### config.mk
export PLATFORM = sky130hd
export DESIGN_NAME = utf8_validating_decoder
export DESIGN_NICKNAME = d
export VERILOG_FILES = /design/src/rtl/core/utf8d_pkg.sv /design/src/rtl/core/utf8_validating_decoder.sv
export SDC_FILE = /design/constraint.sdc
export NUM_CORES = 1
export LEC_CHECK = 0
export BUFFER_PORTS_ARGS = -buffer_cell sky130_fd_sc_hd__buf_2
export CORE_MARGIN = 1
export CORE_UTILIZATION = 61
export DETAILED_ROUTE_END_ITERATION = 8
export GPL_ROUTABILITY_DRIVEN = 1
export HOLD_SLACK_MARGIN = 0.05
export PLACE_DENSITY = 0.8
export REMOVE_ABC_BUFFERS = 1
export SLEW_MARGIN = 20
export SYNTH_ARGS = -nofsm -noshare
export SYNTH_HDL_FRONTEND = slang
export SYNTH_SLANG_ARGS = --single-unit
### constraint.sdc
create_clock -name aclk -period 4.1 [get_ports aclk]
set_clock_uncertainty 0.05 [all_clocks]
set_input_delay 0.41 -clock aclk [delete_from_list [all_inputs] [get_ports aclk]]
set_output_delay 0.41 -clock aclk [all_outputs]
set_load 0.02 [all_outputs]
### src/rtl/core/utf8d_pkg.sv
// Package for the UTF-8 validating decoder: request payload types, byte
// range constants and the lead-byte decode function.
// No dependencies.
`default_nettype none

package utf8d_pkg;

    // Byte range limits
    localparam logic [7:0] ASCII_END     = 8'h80;  // first non-ASCII byte
    localparam logic [7:0] BAD_LEAD_MAX  = 8'hC1;  // 80..C1 never lead
    localparam logic [7:0] LEAD3_MIN     = 8'hE0;
    localparam logic [7:0] LEAD4_MIN     = 8'hF0;
    localparam logic [7:0] BAD_LEAD_MIN  = 8'hF5;  // F5..FF never lead
    localparam logic [7:0] LEAD_E0       = 8'hE0;
    localparam logic [7:0] LEAD_ED       = 8'hED;
    localparam logic [7:0] LEAD_F0       = 8'hF0;
    localparam logic [7:0] LEAD_F4       = 8'hF4;
    localparam logic [7:0] CONT_MIN      = 8'h80;
    localparam logic [7:0] CONT_MAX      = 8'hBF;
    localparam logic [7:0] CONT_E0_MIN   = 8'hA0;
    localparam logic [7:0] CONT_ED_MAX   = 8'h9F;
    localparam logic [7:0] CONT_F0_MIN   = 8'h90;
    localparam logic [7:0] CONT_F4_MAX   = 8'h8F;

    // Scalar value limits
    localparam logic [20:0] CP_MAX       = 21'h10FFFF;
    localparam logic [20:0] SURR_MIN     = 21'h00D800;
    localparam logic [20:0] SURR_MAX     = 21'h00DFFF;

    typedef struct packed {
        logic [7:0] in_byte;
        logic       end_of_string;
    } in_req_t;

    typedef struct packed {
        logic [20:0] code_point;
        logic        is_valid;
        logic [2:0]  byte_count;
        logic        run_last;
        logic        string_last;
    } out_req_t;

    // Outcome of treating a byte as the start of a new sequence
    typedef struct packed {
        logic        emit;
        out_req_t    res;
        logic [1:0]  pend;
        logic [2:0]  exp_len;
        logic [20:0] pval;
        logic [7:0]  lead;
    } start_t;

    function automatic start_t start_decode(logic [7:0] b);
        start_t r;
        r = '0;
        if (b < ASCII_END) begin
            r.emit             = 1'b1;
            r.res.code_point   = {13'b0, b};
            r.res.is_valid     = 1'b1;
            r.res.byte_count   = 3'd1;
        end else if (b <= BAD_LEAD_MAX || b >= BAD_LEAD_MIN) begin
            r.emit             = 1'b1;
            r.res.byte_count   = 3'd1;
        end else begin
            r.lead = b;
            r.pend = 2'd1;
            if (b < LEAD3_MIN) begin
                r.exp_len = 3'd2;
                r.pval    = {16'b0, b[4:0]};
            end else if (b < LEAD4_MIN) begin
                r.exp_len = 3'd3;
                r.pval    = {17'b0, b[3:0]};
            end else begin
                r.exp_len = 3'd4;
                r.pval    = {18'b0, b[2:0]};
            end
        end
        return r;
    endfunction

endpackage

`default_nettype wire

### src/rtl/core/utf8_validating_decoder.sv
// UTF-8 validating decoder top level: sequence state, single-pass decode and
// a three-entry result queue.
// Depends on utf8d_pkg.
//
//  channel | ports                     | direction | carries
//  --------+---------------------------+-----------+---------------------------
//  input   | s_valid s_ready s_data    | in        | one byte + end-of-string
//  result  | m_valid m_ready m_data    | out       | code point / invalid span
//
// One byte is accepted per cycle while s_ready is high; results are queued.
// A byte that breaks a sequence and also yields its own result (ASCII, bad
// byte, or a new lead flushed at end of string) makes two results.
// s_ready is high while at most one result is queued; even with one result
// taken per cycle, a two-result byte pulls s_ready low.
// Reset (aresetn low, synchronous) empties the queue and clears the sequence.
`default_nettype none

module utf8_validating_decoder (
    input  wire                     aclk,
    input  wire                     aresetn,
    input  wire                     s_valid,
    output logic                    s_ready,
    input  utf8d_pkg::in_req_t      s_data,
    output logic                    m_valid,
    input  wire                     m_ready,
    output utf8d_pkg::out_req_t     m_data
);
    import utf8d_pkg::*;

    // Sequence state
    logic [1:0]  pend_reg,  pend_next;
    logic [2:0]  exp_reg,   exp_next;
    logic [20:0] pval_reg,  pval_next;
    logic [7:0]  lead_reg,  lead_next;

    // Result queue, head at entry 0
    out_req_t    q_reg [3];
    out_req_t    q_next [3];
    logic [1:0]  cnt_reg, cnt_next;

    logic        accept;
    logic        pop;
    logic [1:0]  base;

    // Decode intermediates
    out_req_t    res [2];
    logic [1:0]  n_res;
    start_t      sd;
    logic        cont_ok;
    logic [7:0]  lo;
    logic [7:0]  hi;
    logic [2:0]  pend_inc;
    logic [20:0] pval_ext;
    out_req_t    r_tmp;

    assign s_ready = (cnt_reg <= 2'd1);
    assign accept  = s_valid && s_ready;
    assign m_valid = (cnt_reg != 2'd0);
    assign m_data  = q_reg[0];
    assign pop     = m_valid && m_ready;

    // Single-pass byte decode
    always_comb begin
        res[0]    = '0;
        res[1]    = '0;
        n_res     = 2'd0;
        r_tmp     = '0;
        pend_next = pend_reg;
        exp_next  = exp_reg;
        pval_next = pval_reg;
        lead_next = lead_reg;
        sd        = start_decode(s_data.in_byte);
        pend_inc  = {1'b0, pend_reg} + 3'd1;
        pval_ext  = {pval_reg[14:0], s_data.in_byte[5:0]};

        // Allowed continuation range; the second byte is narrowed by some leads
        lo = CONT_MIN;
        hi = CONT_MAX;
        if (pend_reg == 2'd1) begin
            if (lead_reg == LEAD_E0) begin
                lo = CONT_E0_MIN;
            end else if (lead_reg == LEAD_ED) begin
                hi = CONT_ED_MAX;
            end else if (lead_reg == LEAD_F0) begin
                lo = CONT_F0_MIN;
            end else if (lead_reg == LEAD_F4) begin
                hi = CONT_F4_MAX;
            end
        end
        cont_ok = (s_data.in_byte >= lo) && (s_data.in_byte <= hi);

        if (pend_reg == 2'd0) begin
            // Idle: fresh start
            if (sd.emit) begin
                res[0] = sd.res;
                n_res  = 2'd1;
            end
            pend_next = sd.pend;
            exp_next  = sd.exp_len;
            pval_next = sd.pval;
            lead_next = sd.lead;
        end else if (cont_ok) begin
            // Gather continuation, emit when complete
            if (pend_inc == exp_reg) begin
                r_tmp.code_point = pval_ext;
                r_tmp.is_valid   = 1'b1;
                r_tmp.byte_count = exp_reg;
                res[0]    = r_tmp;
                n_res     = 2'd1;
                pend_next = 2'd0;
                exp_next  = 3'd0;
                pval_next = '0;
                lead_next = '0;
            end else begin
                pend_next = pend_inc[1:0];
                pval_next = pval_ext;
            end
        end else begin
            // Broken sequence: flush prefix, then restart on this byte
            r_tmp.byte_count = {1'b0, pend_reg};
            res[0] = r_tmp;
            n_res  = 2'd1;
            if (sd.emit) begin
                res[1] = sd.res;
                n_res  = 2'd2;
            end
            pend_next = sd.pend;
            exp_next  = sd.exp_len;
            pval_next = sd.pval;
            lead_next = sd.lead;
        end

        // End of string flushes any held prefix
        if (s_data.end_of_string && pend_next != 2'd0) begin
            r_tmp            = '0;
            r_tmp.byte_count = {1'b0, pend_next};
            res[n_res[0]]    = r_tmp;
            n_res            = n_res + 2'd1;
            pend_next        = 2'd0;
            exp_next         = 3'd0;
            pval_next        = '0;
            lead_next        = '0;
        end

        // Tag the last result of this byte
        if (n_res == 2'd2) begin
            res[1].run_last    = 1'b1;
            res[1].string_last = s_data.end_of_string;
        end else if (n_res == 2'd1) begin
            res[0].run_last    = 1'b1;
            res[0].string_last = s_data.end_of_string;
        end
    end

    // Queue update: shift on pop, append new results behind survivors
    always_comb begin
        q_next[0] = q_reg[0];
        q_next[1] = q_reg[1];
        q_next[2] = q_reg[2];
        if (pop) begin
            q_next[0] = q_reg[1];
            q_next[1] = q_reg[2];
        end
        base     = cnt_reg - {1'b0, pop};
        cnt_next = base;
        if (accept) begin
            if (n_res != 2'd0) begin
                q_next[base] = res[0];
            end
            if (n_res == 2'd2) begin
                q_next[base + 2'd1] = res[1];
            end
            cnt_next = base + n_res;
        end
    end

    // Control and state registers
    always_ff @(posedge aclk) begin
        if (!aresetn) begin
            cnt_reg  <= 2'd0;
            pend_reg <= 2'd0;
            exp_reg  <= 3'd0;
            pval_reg <= '0;
            lead_reg <= '0;
        end else begin
            cnt_reg <= cnt_next;
            if (accept) begin
                pend_reg <= pend_next;
                exp_reg  <= exp_next;
                pval_reg <= pval_next;
                lead_reg <= lead_next;
            end
        end
    end

    // Queue payload, no reset needed
    always_ff @(posedge aclk) begin
        q_reg[0] <= q_next[0];
        q_reg[1] <= q_next[1];
        q_reg[2] <= q_next[2];
    end

`ifndef ASSERT_OFF
    // A held prefix is always shorter than its expected length
    a_pend_lt_exp: assert property (@(posedge aclk) disable iff (!aresetn)
        (pend_reg != 2'd0) |-> ({1'b0, pend_reg} < exp_reg))
        else $error("held prefix not shorter than expected length");

    // End of string leaves no partial sequence behind
    a_eos_flush: assert property (@(posedge aclk) disable iff (!aresetn)
        (accept && s_data.end_of_string) |=> (pend_reg == 2'd0))
        else $error("partial sequence survived end of string");

    // Invalid spans carry a zero code point
    a_invalid_zero: assert property (@(posedge aclk) disable iff (!aresetn)
        (m_valid && !m_data.is_valid) |-> (m_data.code_point == '0))
        else $error("invalid span with nonzero code point");

    // Valid results are scalar values
    a_scalar: assert property (@(posedge aclk) disable iff (!aresetn)
        (m_valid && m_data.is_valid) |-> ((m_data.code_point <= CP_MAX) &&
        ((m_data.code_point < SURR_MIN) || (m_data.code_point > SURR_MAX))))
        else $error("decoded value is not a scalar value");
`endif

endmodule

`default_nettype wire

==> flow_summary_export.csv <==
group,metric,value,unit
clocking,hold_buffers,0,
layout,layout_commonest_cell,"dfxtp_1",
power_and_ir_drop,power.density,681,nW/um^2
routing,drt_iter0_markers,430,
setup_path,cpPeakStageDelay,720,ps
clocking,cts_tree,"done",
logic_synthesis,yosysTopAreaCell,"dfxtp_1",
floorplan,rows,35,
power_and_ir_drop,leakage,2.42,nW
logic_synthesis,synthXorXnorAreaFrac,0.00742,
logic_synthesis,yosysWarningCount,0,
placement,hpwl,10800,microns
timing,worst_pin_slew,785,ps
timing,fmax,274,MHz
grt,grt_usage,0.322,
grt,grt_pass1_wl,25300,microns
clocking,cts_num_sinks,111,
timing,hold_viol_final,0,
logic_synthesis,syn_inst,624,
routing,antenna_left,0,
logic_synthesis,ys_ff_latch,111,
clocking,post_cts_buffers,0,
floorplan,coreArea,9330,sq um
floorplan,top_level_ports,42,
layout,multi_input_area,2970,sq um
logic_synthesis,ys_types,68,
placement,place_inst,739,
grt,grt_overflow,0,
logic_synthesis,synth-compound-area-share,0.234,
timing,tns,0,ps
layout,largest_reg_flops,81,
logic_synthesis,muxShareOfSynthArea,0.0915,
timing,rsz0062_at_grt,"no",
routing,drtPass1Iterations,6,
grt,antenna_found_initial,0,
layout,antennaDiodeCount,0,
logic_synthesis,synthArstFlopShare,0,
logic_synthesis,synthAdderAreaFrac,0.0191,
timing,slew_violations,0,
logic_synthesis,synth-edff-count,27,
setup_path,crit_path_cell_trace,"ha_1, nand4_1, nor2_1, nor4bb_1, ha_1, nand2_1, o311a_1, nor4_4, a31oi_2, and4_1, o2bb2ai_1",
run,maxCapViolCount,0,
logic_synthesis,synthFlopType,"dfxtp_1",
timing,whs,379,ps
setup_path,end_kind,"flip-flop",
clocking,htree_levels,3,
setup_path,crit_type,"reg -> reg",
logic_synthesis,synth_area,5900,sq um
logic_synthesis,synth_top_area_frac,0.285,
grt,grt_max_degree,43,
logic_synthesis,synth-simple-area-share,0.149,
routing,wire_per_inst,20.6,microns
routing,drc_errors,0,
clocking,cts_resized,0,
routing,wl,15600,microns
clocking,numCtsBuffers,9,
placement,port_buffers,41,
routing,vias_per_cell,6.70,
logic_synthesis,yosysSeqAreaShare,0.422,
layout,final_cell_mix,"dfxtp_1 (84), nand2_1 (56), mux2i_1 (54)",
setup_path,path_max_fanout,14,
routing,detailroute.via_count,5060,
timing,period_share,0.890,
floorplan,die_area,10100,sq um
logic_synthesis,synth_top_family_by_area,"compound AO/OA/AOI/OAI gates",
power_and_ir_drop,peakVddDrop,467,uV
placement,pre_cts_ws,530,ps
setup_path,worstPathRequired,4350,ps
clocking,path_clk_slew,120,ps
run_status,outcome,"complete, no violations",
layout,register_area,2490,sq um
clocking,root_buffer,"clkbuf_8",
floorplan,die_y,100,microns
floorplan,initial_utilization,0.633,
setup_path,critPathLaunchType,"flip-flop",
clocking,clk_latency,380,ps
floorplan,die_x,100,microns
setup_path,crit_top_cell,"ha_1",
hold_path,hp-class,"in -> reg",
timing,setup_slack,452,ps
grt,first_global_vias,4861,
setup_path,cpMaxStageDelayCell,"and4_1",
timing,fin_crit,3650,ps
layout,n_fill_cell,789,
placement,gp_congestion,0.944,
timing,setup_violations,0,
layout,final_cells,755,
logic_synthesis,netlist_top_cells_area,"dfxtp_1 (28%), edfxtp_1 (14%), mux2i_1 (9.2%)",
logic_synthesis,avgSynthCellArea,9.46,sq um
layout,area_growth,5.47,%
timing,maxSlewHeadroom,0.476,
setup_path,arrival,3900,ps
clocking,cts_buffer_depth,2,
layout,drive_above_1_share,0.145,
layout,layout.nets,643,
-- synth_stat cells (all sizes together), types with 8 or more instances --
cell,n
nand2,57
o21ai,37
inv,15
o211ai,9
dfxtp,84
a31oi,10
nor2,23
nand4,21
edfxtp,27
a21boi,11
ha,9
a22o,10
clkbuf,30
o22ai,13
nor3,12
buf,42
o2bb2ai,14
nor2b,11
a32oi,8
nand3,17
mux2i,54
a21oi,25
a32o,9
-- worst paths after layout --
check              start           end  slack (ps)  cells after the start
min            s_data[5]  q_reg[0][10]         380                      3
min reg2reg  lead_reg[1]   lead_reg[1]         430                      2
max reg2reg  pend_reg[0]  q_reg[0][15]         450                     11
max          pend_reg[0]  q_reg[0][15]         450                     11
-- critical path, delay by kind of cell (launching register included) --
kind,cells,cell delay (ps)
simple gates,6,1440
compound gates,3,1050
flops,1,530
fa+ha+maj,2,490
-- stage by stage --
step / total power [mW] / cell area, sq um / utilization
finish: 4.24 / 6230 / 0.668
global route: 4.48 / 6230 / 0.668
CTS: 4.23 / 6230 / 0.668
detailed placement: 3.55 / 6010 / 0.645
global placement: 3.46 / 6010 / 0.645
floorplan: 2.95 / 5500 / -
-- layout make-up --
| type | count | share of cell area |
|---|---|---|
| inverters | 15 | 0.00904 |
| well taps | 129 | 0.0259 |
| multi-input cells | 426 | 0.477 |
| repair buffers | 58 | 0.0534 |
| clock inverters | 6 | 0.0106 |
| clock buffers | 10 | 0.0239 |
| flip-flops and latches | 111 | 0.400 |
-- where the power goes --
group / switching, mW / total, mW / internal, mW
logic: 1.14 / 1.81 / 0.671
registers: 0.186 / 1.74 / 1.56
clock network: 0.411 / 0.688 / 0.277
total: 1.73 / 4.24 / 2.51
-- kinds of logic after synthesis --
group	after synthesis
compound gates	191
flops	111
mux	54
buf+inv	87
xor+xnor	5
fa+ha+maj	9
simple gates	167
-- metal layers --
layer	part of all wire	track usage
met5	0	0
met4	0.015	0.0959
met2	0.46	0.510
met1	0.45	0.456
met3	0.080	0.0481
Power figures use the tool's default switching activity.
